File: config.mk
export PLATFORM = sky130hd
export DESIGN_NAME = mmp_ctrl_flat
export DESIGN_NICKNAME = d
export VERILOG_FILES = /design/src/rtl/core/mmp_pkg.sv /design/src/rtl/core/mmp_if.sv /design/src/rtl/core/mmp_ctrl.sv /design/src/flat_wrapper.sv
export SDC_FILE = /design/constraint.sdc
export NUM_CORES = 1
export LEC_CHECK = 0
export BUFFER_PORTS_ARGS = -buffer_cell sky130_fd_sc_hd__buf_2
export CORE_ASPECT_RATIO = 1.25
export CORE_MARGIN = 2
export CORE_UTILIZATION = 35
export DETAILED_ROUTE_END_ITERATION = 6
export GPL_TIMING_DRIVEN = 0
export PLACE_DENSITY = 0.56
export SLEW_MARGIN = 20
export SYNTH_ARGS = -nofsm -noshare
export SYNTH_HDL_FRONTEND = slang
export SYNTH_SLANG_ARGS = --single-unit
File: constraint.sdc
create_clock -name clk -period 3.7 [get_ports clk]
set_input_delay 0.555 -clock clk [delete_from_list [all_inputs] [get_ports clk]]
set_output_delay 0.555 -clock clk [all_outputs]
set_load 0.01 [all_outputs]
File: src/rtl/core/mmp_pkg.sv
// shared types, codes and constants of the modular matrix power block
package mmp_pkg;

    // modulus and barrett reciprocal floor(2^60 / prime)
    localparam logic [29:0] PRIME   = 30'd998244353;
    localparam logic [63:0] MU_FULL = 64'h1000_0000_0000_0000 / 64'd998244353;
    localparam logic [30:0] MU      = MU_FULL[30:0];

    // fixed field widths
    localparam int VAL_W      = 30;
    localparam int IDX_W      = 6;
    localparam int DIM_W      = 7;
    localparam int CFG_IDX_W  = 8;
    localparam int CFG_DATA_W = 64;

    // item opcodes
    localparam logic [1:0] OP_WRITE = 2'd0;
    localparam logic [1:0] OP_START = 2'd1;
    localparam logic [1:0] OP_READ  = 2'd2;

    // register indexes
    localparam logic [CFG_IDX_W-1:0] REG_DIMENSION = 8'd0;
    localparam logic [CFG_IDX_W-1:0] REG_EXPONENT  = 8'd1;

    // datapath command kinds
    typedef enum logic [2:0] {
        DP_NONE,
        DP_WRITE_BASE,
        DP_READ,
        DP_INIT,
        DP_MAC,
        DP_COPY
    } dp_kind_t;

    // controller states
    typedef enum logic [3:0] {
        S_IDLE,
        S_RD_WAIT,
        S_INIT,
        S_INIT_WAIT,
        S_CHECK_MUL,
        S_CHECK_SQR,
        S_MAC,
        S_MAC_WAIT,
        S_COPY,
        S_COPY_WAIT,
        S_DONE
    } ctrl_state_t;

    // command from controller to datapath
    typedef struct packed {
        dp_kind_t               kind;
        logic                   phase;
        logic                   first;
        logic                   last;
        logic                   blank;
        logic                   load_done;
        logic [IDX_W-1:0]       i;
        logic [IDX_W-1:0]       j;
        logic [IDX_W-1:0]       k;
        logic [VAL_W-1:0]       data;
    } dp_cmd_t;

    // status from datapath to controller
    typedef struct packed {
        logic out_free;
    } dp_status_t;

endpackage

File: src/rtl/core/mmp_if.sv
// channel interfaces: item input, result output and configuration write
interface mmp_item_if;
    import mmp_pkg::*;
    logic             valid;
    logic             ready;
    logic [1:0]       op;
    logic [3:0]       row;
    logic [3:0]       col;
    logic [VAL_W-1:0] entry_value;
    modport source (output valid, op, row, col, entry_value, input ready);
    modport sink   (input valid, op, row, col, entry_value, output ready);
endinterface


interface mmp_cfg_if;
    import mmp_pkg::*;
    logic                  valid;
    logic                  ready;
    logic [CFG_IDX_W-1:0]  index;
    logic [CFG_DATA_W-1:0] data;
    modport source (output valid, index, data, input ready);
    modport sink   (input valid, index, data, output ready);
endinterface

File: src/rtl/core/mmp_ctrl.sv
// controller: configuration registers, item decode and power sequencing
module mmp_ctrl #(
    parameter int MAX_DIM  = 16,
    parameter int EXP_BITS = 63
) (
    input  logic                clk,
    input  logic                rst_n,
    mmp_item_if.sink            items,
    mmp_cfg_if.sink             cfg,
    output mmp_pkg::dp_cmd_t    cmd,
    input  mmp_pkg::dp_status_t status
);
    import mmp_pkg::*;

    localparam int         IW          = MAX_DIM > 1 ? $clog2(MAX_DIM) : 1;
    localparam logic [3:0] WAIT_CYCLES = 4'd8;

    ctrl_state_t         state_reg, state_next;
    logic [4:0]          dim_reg;
    logic [EXP_BITS-1:0] exp_reg;
    logic [EXP_BITS-1:0] esh_reg, esh_next;
    logic [IW-1:0]       i_reg, i_next;
    logic [IW-1:0]       j_reg, j_next;
    logic [IW-1:0]       k_reg, k_next;
    logic                phase_reg, phase_next;
    logic [3:0]          wait_reg, wait_next;

    logic [DIM_W-1:0]    n;
    logic                last_i, last_j, last_k;
    logic                accept;
    logic                in_store, in_dim;

    // effective dimension and loop ends
    always_comb
    begin
        if (dim_reg == 5'd0)
        begin
            n = DIM_W'(1);
        end
        else if (DIM_W'(dim_reg) > DIM_W'(MAX_DIM))
        begin
            n = DIM_W'(MAX_DIM);
        end
        else
        begin
            n = DIM_W'(dim_reg);
        end
    end

    assign last_i   = (DIM_W'(i_reg) == n - DIM_W'(1));
    assign last_j   = (DIM_W'(j_reg) == n - DIM_W'(1));
    assign last_k   = (DIM_W'(k_reg) == n - DIM_W'(1));
    assign in_store = (DIM_W'(items.row) < DIM_W'(MAX_DIM))
                      && (DIM_W'(items.col) < DIM_W'(MAX_DIM));
    assign in_dim   = (DIM_W'(items.row) < n) && (DIM_W'(items.col) < n);

    assign items.ready = (state_reg == S_IDLE) && status.out_free;
    assign accept      = items.valid && items.ready;
    assign cfg.ready   = 1'b1;

    // configuration registers
    always_ff @(posedge clk or negedge rst_n)
    begin
        if (!rst_n)
        begin
            dim_reg <= 5'd1;
            exp_reg <= EXP_BITS'(1);
        end
        else if (cfg.valid)
        begin
            unique case (cfg.index)
                REG_DIMENSION: dim_reg <= cfg.data[4:0];
                REG_EXPONENT:  exp_reg <= cfg.data[EXP_BITS-1:0];
                default: ;
            endcase
        end
    end

    // state and loop registers
    always_ff @(posedge clk or negedge rst_n)
    begin
        if (!rst_n)
        begin
            state_reg <= S_IDLE;
            esh_reg   <= '0;
            i_reg     <= '0;
            j_reg     <= '0;
            k_reg     <= '0;
            phase_reg <= 1'b0;
            wait_reg  <= '0;
        end
        else
        begin
            state_reg <= state_next;
            esh_reg   <= esh_next;
            i_reg     <= i_next;
            j_reg     <= j_next;
            k_reg     <= k_next;
            phase_reg <= phase_next;
            wait_reg  <= wait_next;
        end
    end

    // next state
    always_comb
    begin
        state_next = state_reg;
        unique case (state_reg)
            S_IDLE:
            begin
                if (accept)
                begin
                    case (items.op)
                        OP_START: state_next = S_INIT;
                        OP_READ:  state_next = S_RD_WAIT;
                        default:  state_next = S_IDLE;
                    endcase
                end
            end
            S_RD_WAIT:   state_next = S_IDLE;
            S_INIT:      if (last_i && last_j) state_next = S_INIT_WAIT;
            S_INIT_WAIT: if (wait_reg == '0) state_next = S_CHECK_MUL;
            S_CHECK_MUL: state_next = esh_reg[0] ? S_MAC : S_CHECK_SQR;
            S_CHECK_SQR: state_next = ((esh_reg >> 1) == '0) ? S_DONE : S_MAC;
            S_MAC:       if (last_i && last_j && last_k) state_next = S_MAC_WAIT;
            S_MAC_WAIT:  if (wait_reg == '0) state_next = S_COPY;
            S_COPY:      if (last_i && last_j) state_next = S_COPY_WAIT;
            S_COPY_WAIT:
            begin
                if (wait_reg == '0)
                begin
                    state_next = phase_reg ? S_CHECK_MUL : S_CHECK_SQR;
                end
            end
            S_DONE:      if (status.out_free) state_next = S_IDLE;
            default:     state_next = S_IDLE;
        endcase
    end

    // loop counters, exponent shifter, drain timer
    always_comb
    begin
        esh_next   = esh_reg;
        i_next     = i_reg;
        j_next     = j_reg;
        k_next     = k_reg;
        phase_next = phase_reg;
        wait_next  = (wait_reg != '0) ? wait_reg - 4'd1 : wait_reg;
        case (state_reg)
            S_IDLE:
            begin
                if (accept && items.op == OP_START)
                begin
                    esh_next = exp_reg;
                    i_next   = '0;
                    j_next   = '0;
                    k_next   = '0;
                end
            end
            S_INIT, S_COPY:
            begin
                if (last_j)
                begin
                    j_next = '0;
                    if (last_i)
                    begin
                        i_next    = '0;
                        wait_next = WAIT_CYCLES;
                    end
                    else
                    begin
                        i_next = i_reg + IW'(1);
                    end
                end
                else
                begin
                    j_next = j_reg + IW'(1);
                end
            end
            S_MAC:
            begin
                if (last_k)
                begin
                    k_next = '0;
                    if (last_j)
                    begin
                        j_next = '0;
                        if (last_i)
                        begin
                            i_next    = '0;
                            wait_next = WAIT_CYCLES;
                        end
                        else
                        begin
                            i_next = i_reg + IW'(1);
                        end
                    end
                    else
                    begin
                        j_next = j_reg + IW'(1);
                    end
                end
                else
                begin
                    k_next = k_reg + IW'(1);
                end
            end
            S_CHECK_MUL: phase_next = 1'b0;
            S_CHECK_SQR: phase_next = 1'b1;
            S_COPY_WAIT:
            begin
                if (wait_reg == '0 && phase_reg)
                begin
                    esh_next = esh_reg >> 1;
                end
            end
            default: ;
        endcase
    end

    // datapath command
    always_comb
    begin
        cmd       = '0;
        cmd.kind  = DP_NONE;
        cmd.phase = phase_reg;
        cmd.i     = IDX_W'(i_reg);
        cmd.j     = IDX_W'(j_reg);
        cmd.k     = IDX_W'(k_reg);
        cmd.data  = items.entry_value;
        unique case (state_reg)
            S_IDLE:
            begin
                if (accept)
                begin
                    cmd.i = IDX_W'(items.row);
                    cmd.j = IDX_W'(items.col);
                    cmd.k = IDX_W'(items.col);
                    case (items.op)
                        OP_WRITE: cmd.kind = in_store ? DP_WRITE_BASE : DP_NONE;
                        OP_READ:
                        begin
                            cmd.kind  = DP_READ;
                            cmd.blank = !in_dim;
                        end
                        default:  cmd.kind = DP_NONE;
                    endcase
                end
            end
            S_INIT: cmd.kind = DP_INIT;
            S_MAC:
            begin
                cmd.kind  = DP_MAC;
                cmd.first = (k_reg == '0);
                cmd.last  = last_k;
            end
            S_COPY: cmd.kind = DP_COPY;
            S_DONE: cmd.load_done = status.out_free;
            S_RD_WAIT, S_INIT_WAIT, S_CHECK_MUL, S_CHECK_SQR, S_MAC_WAIT,
            S_COPY_WAIT: ;
            default: ;
        endcase
    end

endmodule

File: src/flat_wrapper.sv
// flat-port wrapper written by rule: the top's interface ports become plain ports
module mmp_ctrl_flat import mmp_pkg::*;
#(
    parameter int MAX_DIM  = 16,
    parameter int EXP_BITS = 63
)
  (clk, rst_n, cmd, status, items_valid, items_op, items_row, items_col, items_entry_value, items_ready, cfg_valid, cfg_index, cfg_data, cfg_ready);
  mmp_item_if items_i ();
  mmp_cfg_if cfg_i ();
  input  logic clk;
  input  logic rst_n;
  output mmp_pkg::dp_cmd_t cmd;
  input  mmp_pkg::dp_status_t status;
  input wire logic [$bits(items_i.valid)-1:0] items_valid;
  input wire logic [$bits(items_i.op)-1:0] items_op;
  input wire logic [$bits(items_i.row)-1:0] items_row;
  input wire logic [$bits(items_i.col)-1:0] items_col;
  input wire logic [$bits(items_i.entry_value)-1:0] items_entry_value;
  output wire logic [$bits(items_i.ready)-1:0] items_ready;
  input wire logic [$bits(cfg_i.valid)-1:0] cfg_valid;
  input wire logic [$bits(cfg_i.index)-1:0] cfg_index;
  input wire logic [$bits(cfg_i.data)-1:0] cfg_data;
  output wire logic [$bits(cfg_i.ready)-1:0] cfg_ready;
  assign items_i.valid = items_valid;
  assign items_i.op = items_op;
  assign items_i.row = items_row;
  assign items_i.col = items_col;
  assign items_i.entry_value = items_entry_value;
  assign items_ready = items_i.ready;
  assign cfg_i.valid = cfg_valid;
  assign cfg_i.index = cfg_index;
  assign cfg_i.data = cfg_data;
  assign cfg_ready = cfg_i.ready;
  mmp_ctrl #(.MAX_DIM(MAX_DIM), .EXP_BITS(EXP_BITS)) u_core (.clk(clk), .rst_n(rst_n), .items(items_i), .cfg(cfg_i), .cmd(cmd), .status(status));
endmodule
-- Word level (Yosys, flattened, before mapping)
Cells that the tools add are included.
- multiply operators: 0
- equal/unequal tests: 26
- magnitude comparators: 3
- $add $sub $neg: 5
- multiplexer cells: 44
- bitwise logic cells: 0
- shift operators: 0
- div/mod/pow operators: 0
- reduce and logical (&&, ||, !) cells: 27
- operators by type and width (operator ; number):
    2-to-1 mux 63 bit ; 2
    one-hot mux 63 bit (2 select lines) ; 1
    2-to-1 mux 4 bit ; 20
    zero test 63 bit ; 1
    one-hot mux 4 bit (10 select lines) ; 1
    2-to-1 mux 16 bit ; 2
    one-hot mux 4 bit (3 select lines) ; 2
    == test 4 x 7 -> 1 bit ; 3
    != test 2 x 1 -> 1 bit (second input constant) ; 9
    == test 4 x 3 -> 1 bit (second input constant) ; 4
    one-hot mux 4 bit (2 select lines) ; 2
    adder 4 x 1 -> 4 bit (second input constant) ; 3
    == test 4 bit (second input constant) ; 3
    zero test 4 bit ; 3
    one-hot mux 3 bit (4 select lines) ; 1
    less-than comparator 4 x 5 -> 1 bit ; 2
    2-to-1 mux 5 bit ; 2
    == test 4 x 2 -> 1 bit (second input constant) ; 2
    == test 8 x 1 -> 1 bit (second input constant) ; 1
    zero test 8 bit ; 1
    one-hot mux 2 bit (2 select lines) ; 2
    AND reduction 8 bit ; 1
    logical AND 1 bit ; 7
    2-to-1 mux 2 bit ; 3
    17 further kinds ; 27
- memories: 0
- latch bits: 0
- register bits after elaboration: 152
- word-level logic and storage cells: 114
- output and inout port bits: 58
- memory bits (writable): 0
- memory bits (read-only): 0

-- Logic depth before layout (Yosys ltp)
Gate-level depths: netlist of the first run.
- depth after elaboration: 9
- mapped depth: 13
- gate-level depth less buffers: 9

-- Worst setup path before layout of the first run
No wires, ideal clock.
- path type: register -> register
- start: reg u_core.dim_reg[2]
- end: reg u_core.i_reg[0]
- required time: 3575 ps
- buffers on the path: 1
- cell stages (with the launch flop): 10
- path slack: 1077 ps
- data arrival time: 2498 ps
- period minus slack after synthesis: 2623 ps
- cell sequence: dfrtp_1 buf_6 nor3_2 o21bai_4 ha_1 or4_1 a31oi_1 a31oi_1 or3_1 mux2_4
- word-level cells in the longest chain between the ends: 9
- ends and longest elaborated chain (what ; line ; source):
    start, declared ; mmp_ctrl.sv:19 ; logic [4:0] dim_reg;
    start signal, assigned ; mmp_ctrl.sv:72 ; REG_DIMENSION: dim_reg <= cfg.data[4:0];
    greater-than comparator 5 bit ; mmp_ctrl.sv:40 ; else if (DIM_W'(dim_reg) > DIM_W'(MAX_DIM))
    2-to-1 mux 5 bit ; mmp_ctrl.sv:40 ;
    2-to-1 mux 5 bit * ; mmp_ctrl.sv:36 ; if (dim_reg == 5'd0)
    subtractor 5 x 1 -> 6 bit * ; mmp_ctrl.sv:50, mmp_ctrl.sv:51, mmp_ctrl.sv:52 ;
    == test 4 x 7 -> 1 bit ; mmp_ctrl.sv:50 ; assign last_i = (DIM_W'(i_reg) == n - DIM_W'(1));
    2-to-1 mux 4 bit ; mmp_ctrl.sv:165, mmp_ctrl.sv:188 ;
    2-to-1 mux 4 bit ; mmp_ctrl.sv:185 ; if (last_j)
    2-to-1 mux 4 bit ; mmp_ctrl.sv:182 ; if (last_k)
    one-hot mux 4 bit (3 select lines) ; mmp_ctrl.sv:149 ; case (state_reg)
    end signal, assigned ; mmp_ctrl.sv:96 ; i_reg <= i_next;
    end, declared ; mmp_ctrl.sv:22 ; logic [IW-1:0] i_reg, i_next;
Mark *: on every way between the ends. The rest lies on a longest branch, timed or not. The select of a mux whose other input is x is not followed.
A chain may end at the register's enable or synchronous reset.

==> results.sh, run 1 <==
export IMPL_status="completed"
export IMPL_cp_max_fo=10
export IMPL_skew_ps=8.78
export IMPL_gp_congestion=0.807
export IMPL_ys_ff_latch=152
export IMPL_endpoint_kind="output pin"
export IMPL_async_reset_ff_frac=1.00
export IMPL_numCtsBuffers=17
export IMPL_tightest_slew_ps=896
export IMPL_layout_drive_gt1_share=0.332
export IMPL_design_core_area_sq_um=22200
export IMPL_synthDistinctLibCells=69
export IMPL_yosysSeqAreaShare=0.482
export IMPL_cts_tree="yes"
export IMPL_critical_path_class="reg2out"
export IMPL_design_power_total_w=0.00512
export IMPL_comb_power_share=0.269
export IMPL_place_hpwl_mm=13.9
export IMPL_rsz0062_at_grt="false"
export IMPL_arrival_ps=2660
export IMPL_ioPinCount=175
export IMPL_die_y_um=172
export IMPL_antenna_found_initial=0
export IMPL_critPathLaunchType="flip-flop"
export IMPL_finalHoldViolCount=0
export IMPL_postRouteAntennaNets=0
export IMPL_report_final_slew_viol_count=0
export IMPL_cts_clk_slew_worst_paths_ps=60
export IMPL_pwr_share_seq=0.385
export IMPL_rr_worst_depth=10
export IMPL_fmaxAchievable_mhz=311
export IMPL_finalCritPeriodShare=0.868
export IMPL_vias_per_cell=4.92
export IMPL_syn_area_per_cell_sq_um=10.6
export IMPL_swShare=0.312
export IMPL_netlist_instances=748
export IMPL_die_w_um=138
export IMPL_rows=61
export IMPL_min_period_ps=3210
export IMPL_syn2layout_area_growth_pct=21.8
export IMPL_slew_headroom=0.400
export IMPL_reg2reg_to="u_core.state_reg[1]"
export IMPL_netSwitchingPower_w=0.00160
export IMPL_ir_drop_mv=0.339
export IMPL_clock_power_share=0.347
export IMPL_ys_flop_type="dfrtp_1"
export IMPL_grtUsageTotal=0.158
export IMPL_post_cts_buffers=0
export IMPL_dr_total_vias=5935
export IMPL_ff2ff_setup_slack_ps=650
export IMPL_final_cells=1207
export IMPL_num_nets_final=1040
export IMPL_insertion_delay_ps=420
export IMPL_first_iter_violations=218
export IMPL_min_path_cells=2
export IMPL_powerDensity_nw_per_um2=532
export IMPL_root_buffer="clkbuf_16"
export IMPL_drc=0
export IMPL_cts_max_level=4
export IMPL_grt_start_max_net_pins=72
export IMPL_postLayoutCoreUtil=0.433
export IMPL_r2r_start="u_core.dim_reg[4]"
export IMPL_hold_end="u_core.exp_reg[45]"
export IMPL_setup_viol=0
export IMPL_synth_edf_count=0
export IMPL_overflow=0
export IMPL_hold_start="cfg_data[45]"
export IMPL_synthesis_area_sq_um=7900
export IMPL_min_path_type="in2reg"
export IMPL_ctsResizeCount=0
export IMPL_ys_warnings_count=0
export IMPL_firstDrtPassIters=7
export IMPL_ctsLongestPathBuffers=2
export IMPL_antenna_cells=0
export IMPL_io_buffers=136
export IMPL_cp_required_ps=3140
export IMPL_wire_per_inst_um=15.4
export IMPL_max_cap_violations=0
export IMPL_power_leakage_nw=4.51
export IMPL_grt_pass1_wl_mm=30.0
export IMPL_p_int_w=0.00352
export IMPL_cts_sinks=152
export IMPL_totalWireLength_mm=18.6
export IMPL_die_area_sq_um=23800
export IMPL_start_util=0.356
export IMPL_grt_pass1_vias=5798
export IMPL_dp_cells=1174
==> cell families after synthesis <==
logic type / synth area share
adders and majority gates: 0.0190
and+or+nand+nor: 0.126
DFF: 0.482
other: 0.000951
buffers and inverters: 0.0683
muxes: 0.183
AOI/OAI and AO/OA: 0.106
xor gates and xnor gates: 0.0155
==> what timing repair did <==
item	CTS	global route
hold endpoints to repair	27	0
endpoints found under the setup margin	0	0
hold buffers	1	0
==> critical path: stages, from the launching register on <==
cell      delay (ps)
dfrtp_1          450
buf_2            220
nand2b_1         230
ha_1             230
or4_1            510
a31oi_1          230
nand3_1          120
nor2_1           110
buf_2            140
==> synthesized netlist by cell type (all sizes together), types with 4 or more instances <==
| cell | instances | share of area |
|---|---|---|
| o31ai | 4 | 0.0038 |
| nor4 | 17 | 0.013 |
| a21oi | 9 | 0.0057 |
| buf | 61 | 0.052 |
| dfrtp | 150 | 0.48 |
| a31oi | 7 | 0.0063 |
| nor3 | 6 | 0.0051 |
| mux2 | 71 | 0.10 |
| nand2b | 9 | 0.0071 |
| mux2i | 64 | 0.081 |
| o21a | 5 | 0.0048 |
| xnor2 | 8 | 0.0089 |
| o211ai | 4 | 0.0038 |
| clkbuf | 21 | 0.010 |
| nor4b | 5 | 0.0063 |
| nor2 | 28 | 0.014 |
| o21ai | 78 | 0.049 |
| xor2 | 6 | 0.0067 |
| inv | 12 | 0.0057 |
| ha | 12 | 0.019 |
| nand3 | 7 | 0.0044 |
| nand2 | 106 | 0.050 |
==> metal layers <==
metal	vias to the layer above	global-route usage	share of wire
met1	2830	0.202	0.45
li1	2926	-	-
met3	19	0.0354	0.052
met4	0	0.0488	0.012
met5	-	0	0
met2	160	0.271	0.48
==> cell usage in the layout (no fill, tap or decap), drive strengths merged, types with 8 or more instances in the layout <==
cell and n:
xnor2 8, buf 199, mux2i 64, a21oi 9, dfrtp 150, nand2b 9
nor4 17, o21ai 78, nand2 106, nor2 28, mux2 71, ha 12
clkbuf 46, inv 12
==> through the flow <==
stage	setup TNS, ps	worst slack (ps)	area (sq um)	hold slack, ps
finish	0	489	9620	361
global route	0	344	9620	343
CTS	0	491	9620	349
detailed placement	0	688	9020	435
global placement	-53720	-371	8950	485
floorplan	0	1080	7920	259
==> power by group through the flow <==
stage               registers [W]  clock network [W]  logic, W
detailed placement        0.00200                  0   0.00138
global placement          0.00200                  0   0.00137
global route              0.00200            0.00188   0.00155
finish                    0.00197            0.00178   0.00138
floorplan                 0.00195                  0  0.000980
CTS                       0.00197            0.00181   0.00139
==> how the worst max path moves through the flow <==
stage                            from             endpoint  cells after the start
global placement                rst_n   u_core.exp_reg[18]                      1
global route        u_core.dim_reg[2]              cmd[50]                      9
finish              u_core.dim_reg[4]              cmd[50]                      8
detailed placement  u_core.dim_reg[4]  u_core.state_reg[1]                     10
CTS                 u_core.dim_reg[2]              cmd[50]                      9
floorplan           u_core.dim_reg[2]      u_core.i_reg[0]                      9
==> cell type report <==
cell class,instances,area [sq um]
clock buffer,25,475
sequential,152,3810
buffer,82,490
multi-input combinational,506,3570
clock inverter,7,120
tap,283,354
fill,2187,12600
inverter,13,48.8
timing repair buffer,139,756
(Power assumes the default switching activity.)
==> inputs of run 2 (changes only) <==
- clock period: 3.7 -> 3 ns (I/O delays scaled with it)
==> run 2 against run 1 <==
  * Combinational power up 28%
  * Register-to-register slack worse by 460 ps
  * Clock skew is essentially flat
  * Largest cell class unchanged
  * Largest power group unchanged
==> results.sh, run 2 (synthesis gave the netlist of run 1 again) <==
export IMPL_layout_common_cells="buf_2 (151), dfrtp_1 (147), nand2_1 (106)"
export IMPL_firstDrtPassIters=4
export IMPL_insertion_delay_ps=420
export IMPL_wire_per_inst_um=15.4
export IMPL_drc=0
export IMPL_ir_drop_mv=0.416
export IMPL_rows=61
export IMPL_dp_slack_ps=-11.7
export IMPL_reg2reg_to="u_core.state_reg[1]"
export IMPL_netSwitchingPower_w=0.00200
export IMPL_min_period_ps=2890
export IMPL_cp_required_ps=2550
export IMPL_min_path_type="in2reg"
export IMPL_min_path_cells=2
export IMPL_fillerInstances=2172
export IMPL_die_y_um=172
export IMPL_grt_start_max_net_pins=72
export IMPL_r2r_start="u_core.dim_reg[1]"
export IMPL_die_area_sq_um=23800
export IMPL_tightest_slew_ps=896
export IMPL_fmaxAchievable_mhz=346
export IMPL_ioPinCount=175
export IMPL_pwr_share_seq=0.380
export IMPL_die_w_um=138
export IMPL_arrival_ps=2440
export IMPL_finalHoldViolCount=0
export IMPL_mostFrequentLayoutCell="buf_2"
export IMPL_cts_sinks=152
export IMPL_cp_slowest_cell="or4_4"
export IMPL_slew_headroom=0.400
export IMPL_setup_viol=0
export IMPL_worstPathCellList="nor3_4 -> o21bai_4 -> ha_4 -> or4_4 -> a31oi_4 -> nand3_2 -> nor2_1 -> buf_2"
export IMPL_start_util=0.356
export IMPL_grt_pass1_vias=5814
export IMPL_cts_clk_slew_worst_paths_ps=60
export IMPL_numCtsBuffers=17
export IMPL_gp_congestion=0.807
export IMPL_grt_pass1_wl_mm=30.1
export IMPL_hold_start="cfg_data[45]"
export IMPL_critical_path_buf_inv_count=1
export IMPL_antenna_cells=0
export IMPL_report_final_slew_viol_count=0
export IMPL_cts_max_level=4
export IMPL_overflow=0
export IMPL_swShare=0.313
export IMPL_num_nets_final=1048
export IMPL_postRouteAntennaNets=0
export IMPL_comb_power_share=0.278
export IMPL_vias_per_cell=4.94
export IMPL_totalWireLength_mm=18.7
export IMPL_critPathLaunchType="flip-flop"
export IMPL_crit_family="simple AND/OR/NAND/NOR gates"
export IMPL_hold_end="u_core.exp_reg[45]"
export IMPL_syn2layout_area_growth_pct=23.3
export IMPL_slowest_delay_ps=540
export IMPL_place_hpwl_mm=13.9
export IMPL_rr_worst_depth=10
export IMPL_ff2ff_setup_slack_ps=190
export IMPL_postLayoutCoreUtil=0.439
export IMPL_hold_ws_ps=258
export IMPL_io_buffers=136
export IMPL_first_iter_violations=191
export IMPL_power_leakage_nw=4.56
export IMPL_antenna_found_initial=0
export IMPL_cts_tree="yes"
export IMPL_status="completed"
export IMPL_rsz0062_at_grt="false"
export IMPL_finalCritPeriodShare=0.963
export IMPL_design_core_area_sq_um=22200
export IMPL_ctsLongestPathBuffers=2
export IMPL_root_buffer="clkbuf_16"
export IMPL_p_int_w=0.00439
export IMPL_clock_power_share=0.342
export IMPL_design_power_total_w=0.00639
export IMPL_critical_path_class="reg2out"
export IMPL_grtUsageTotal=0.159
export IMPL_cp_max_fo=4
export IMPL_powerDensity_nw_per_um2=656
export IMPL_layout_setup_ws_ps=111
export IMPL_endpoint_kind="output pin"
export IMPL_skew_ps=8.70
export IMPL_layout_drive_gt1_share=0.347
export IMPL_max_cap_violations=0
export IMPL_dr_total_vias=6006
==> run 2: worst register-to-register path, delay by kind of cell (launching register included) <==
kind | cells | cell delay (ps)
simple gates | 2 | 760
mux | 1 | 240
fa+ha+maj | 1 | 170
flops | 1 | 440
compound gates | 4 | 770
buf+inv | 2 | 350
==> run 2: repair_timing <==
item	4_1_cts	5_1_grt
setup endpoints to repair	2	9
hold buffers	1	0
gates cloned	0	0
gates resized for setup	3	10
endpoints found under the hold margin	30	0
pin swaps	2	5
setup buffers	2	6
==> run 2: cell type report <==
type                       count  area, sq um  share of cell area
buffer                        82          493              0.0506
clock buffer                  25          475              0.0488
clock inverter                 7          120              0.0123
inverter                      13         48.8             0.00501
multi-input combinational    506         3620               0.372
sequential                   152         3810               0.391
tap                          283          354              0.0364
timing repair buffer         147          816              0.0838
==> run 2: metal layers <==
metal	routed length (um)	GRT usage	up-vias
met4	237	0.0488	0
met3	951	0.0354	18
met2	9090	0.271	157
met1	8460	0.203	2883
met5	0	0	-
li1	-	-	2948
==> run 2: worst max path at each step <==
stage | startpoint | to | slack (ps) | cells past startpoint
5_1_grt | u_core.dim_reg[2] | cmd[50] | 0.3 | 9
3_3_place_gp | rst_n | u_core.exp_reg[18] | -970 | 1
4_1_cts | u_core.dim_reg[2] | cmd[50] | 30 | 9
6_report | u_core.dim_reg[1] | cmd[50] | 110 | 8
3_5_place_dp | u_core.dim_reg[4] | u_core.state_reg[1] | -10 | 10
2_1_floorplan | u_core.dim_reg[2] | u_core.i_reg[0] | 380 | 9
==> run 2: power groups by stage <==
stage / Combinational, W / Clock, W / Sequential (W)
finish: 0.00177 / 0.00219 / 0.00243
global route: 0.00199 / 0.00232 / 0.00246
CTS: 0.00174 / 0.00223 / 0.00243
detailed placement: 0.00171 / 0 / 0.00247
global placement: 0.00169 / 0 / 0.00247
floorplan: 0.00121 / 0 / 0.00241
==> run 2: stage by stage <==
| stage | setup TNS (ps) | cell area, sq um | std cells |
|---|---|---|---|
| floorplan | 0 | 7920 | 753 |
| global placement | -143030 | 8950 | 1172 |
| detailed placement | -11.7 | 9020 | 1174 |
| CTS | 0 | 9650 | 1209 |
| global route | 0 | 9740 | 1215 |
| finish | 0 | 9740 | 1215 |
==> inputs of run 3 (changes only) <==
- CTS_CLUSTER_DIAMETER: default -> 60
- PLACE_DENSITY: 0.56 -> 0.58
- clock period: 3 -> 2.5 ns (I/O delays scaled with it)
==> run 3 against run 2 <==
  * The run now ends with negative setup slack left
  * Utilization up 1.1 points
  * Power up 25%
  * Clock skew about the same
  * Non-clock buffer count up 8
  * Global-route usage up 0.33 points
  * Critical path depth unchanged
  * Combinational power up 37%
  * Final area up 2.5%
  * Die area unchanged
  * Clock power up 20%
  * Cell count up 0.66%
  * Critical path type unchanged
  * Highest routed layer unchanged
==> results.sh, run 3 (synthesis gave the netlist of run 1 again) <==
export IMPL_die_area_sq_um=23800
export IMPL_status="finished with violations"
export IMPL_endpoint_kind="output pin"
export IMPL_mostFrequentLayoutCell="buf_2"
export IMPL_grtUsageTotal=0.162
export IMPL_min_period_ps=2790
export IMPL_min_path_type="in2reg"
export IMPL_first_iter_violations=302
export IMPL_cp_max_fo=10
export IMPL_p_int_w=0.00539
export IMPL_hold_start="cfg_data[41]"
export IMPL_cp_required_ps=2120
export IMPL_cts_max_level=4
export IMPL_reg2reg_to="u_core.i_reg[0]"
export IMPL_cts_sinks=152
export IMPL_overflow=0
export IMPL_num_nets_final=1056
export IMPL_report_final_slew_viol_count=0
export IMPL_root_buffer="clkbuf_16"
export IMPL_pwr_share_seq=0.367
export IMPL_ff2ff_setup_slack_ps=-260
export IMPL_ctsLongestPathBuffers=2
export IMPL_die_w_um=138
export IMPL_place_hpwl_mm=13.8
export IMPL_tightest_slew_ps=708
export IMPL_io_buffers=136
export IMPL_arrival_ps=2420
export IMPL_syn2layout_area_growth_pct=26.4
export IMPL_antenna_cells=0
export IMPL_antenna_found_initial=0
export IMPL_finalHoldViolCount=0
export IMPL_layout_common_cells="buf_2 (151), dfrtp_1 (147), nand2_1 (106)"
export IMPL_netSwitchingPower_w=0.00260
export IMPL_rows=61
export IMPL_layout_drive_gt1_share=0.380
export IMPL_skew_ps=9.07
export IMPL_totalWireLength_mm=19.1
export IMPL_insertion_delay_ps=420
export IMPL_firstDrtPassIters=4
export IMPL_powerDensity_nw_per_um2=801
export IMPL_start_util=0.356
export IMPL_numCtsBuffers=17
export IMPL_dr_total_vias=6122
export IMPL_comb_power_share=0.304
export IMPL_failed_checks="negative setup slack"
export IMPL_swShare=0.326
export IMPL_critPathLaunchType="flip-flop"
export IMPL_finalCritPeriodShare=1.12
export IMPL_slew_headroom=0.527
export IMPL_final_cells=1223
export IMPL_grt_pass1_vias=6004
export IMPL_min_path_cells=2
export IMPL_postLayoutCoreUtil=0.449
export IMPL_hold_end="u_core.exp_reg[41]"
export IMPL_r2r_start="u_core.dim_reg[4]"
export IMPL_cts_tree="yes"
export IMPL_clock_power_share=0.329
export IMPL_ir_drop_mv=0.482
export IMPL_rr_worst_depth=10
export IMPL_layout_setup_ws_ps=-293
export IMPL_setup_viol=22
export IMPL_die_y_um=172
export IMPL_ioPinCount=175
export IMPL_design_core_area_sq_um=22200
export IMPL_grt_pass1_wl_mm=30.9
export IMPL_gp_congestion=0.813
export IMPL_drc=0
export IMPL_max_cap_violations=0
export IMPL_fmaxAchievable_mhz=358
export IMPL_dp_cells=1173
export IMPL_cts_clk_slew_worst_paths_ps=70
export IMPL_rsz0062_at_grt="true"
export IMPL_grt_start_max_net_pins=96
export IMPL_wire_per_inst_um=15.6
export IMPL_critical_path_class="reg2out"
export IMPL_postRouteAntennaNets=0
export IMPL_power_leakage_nw=4.63
export IMPL_vias_per_cell=5.01
==> run 3: cell types whose count changed in the layout (fill, tap and decap cells not counted), moves of 3 or more <==
cell,before,now
o21ai_0,75,72
buf_6,2,6
buf_4,48,52
a31oi_4,1,4
clkbuf_2,0,3
clkbuf_1,27,20
==> run 3: layer usage <==
layer,wire length (um),part of all wire,up-vias,global-route usage
li1,-,-,2964,-
met1,8350,0.44,2980,0.199
met2,9690,0.51,160,0.288
met3,791,0.041,18,0.0338
met4,259,0.014,0,0.0497
met5,0,0,-,0
==> run 3: cell type report <==
cell class | count | area, sq um
buffer | 81 | 500
clock buffer | 19 | 433
clock inverter | 13 | 170
fill | 2143 | 12200
inverter | 13 | 51.3
multi-input combinational | 506 | 3770
sequential | 152 | 3810
tap | 283 | 354
timing repair buffer | 156 | 898
==> run 3: critical path: stages (launching register included) <==
cell,delay [ps]
dfrtp_2,410
buf_4,180
nand2b_4,160
ha_2,170
or4_4,540
a31oi_4,170
nand3_1,100
nor2_1,110
buf_2,150
==> run 3: how the worst max path moves through the flow <==
stage                           start             endpoint  slack (ps)
finish              u_core.dim_reg[4]              cmd[50]        -290
global route        u_core.dim_reg[2]              cmd[50]        -410
CTS                 u_core.dim_reg[2]              cmd[50]        -330
detailed placement  u_core.dim_reg[4]  u_core.state_reg[1]        -470
global placement                rst_n   u_core.exp_reg[48]       -1380
floorplan           u_core.dim_reg[2]      u_core.i_reg[0]         -20
==> run 3: power by group through the flow <==
stage	sequential (W)	combinational, W	clock (W)
3_5_place_dp	0.00297	0.00205	0
3_3_place_gp	0.00296	0.00202	0
2_1_floorplan	0.00289	0.00145	0
5_1_grt	0.00296	0.00269	0.00279
4_1_cts	0.00292	0.00236	0.00269
6_report	0.00293	0.00243	0.00263
==> run 3: stage by stage <==
stage / setup TNS [ps] / worst slack [ps] / total power (W) / area [sq um] / hold WS [ps]
2_1_floorplan: -16.3 / -16.3 / 0.00435 / 7920 / 79.4
5_1_grt: -5420 / -407 / 0.00845 / 9980 / 168
3_5_place_dp: -13280 / -475 / 0.00501 / 9000 / 343
4_1_cts: -1600 / -325 / 0.00797 / 9890 / 160
6_report: -3310 / -293 / 0.00799 / 9980 / 177
3_3_place_gp: -220970 / -1380 / 0.00498 / 8960 / 486
==> run 3: what timing repair did <==
action / 4_1_cts / 5_1_grt
setup buffers: 10 / 9
endpoints found under the setup margin: 73 / 85
resized for setup: 39 / 15
pin swaps: 17 / 7
endpoints found under the hold margin: 55 / 0
hold buffers: 1 / 0
cloned: 2 / 0
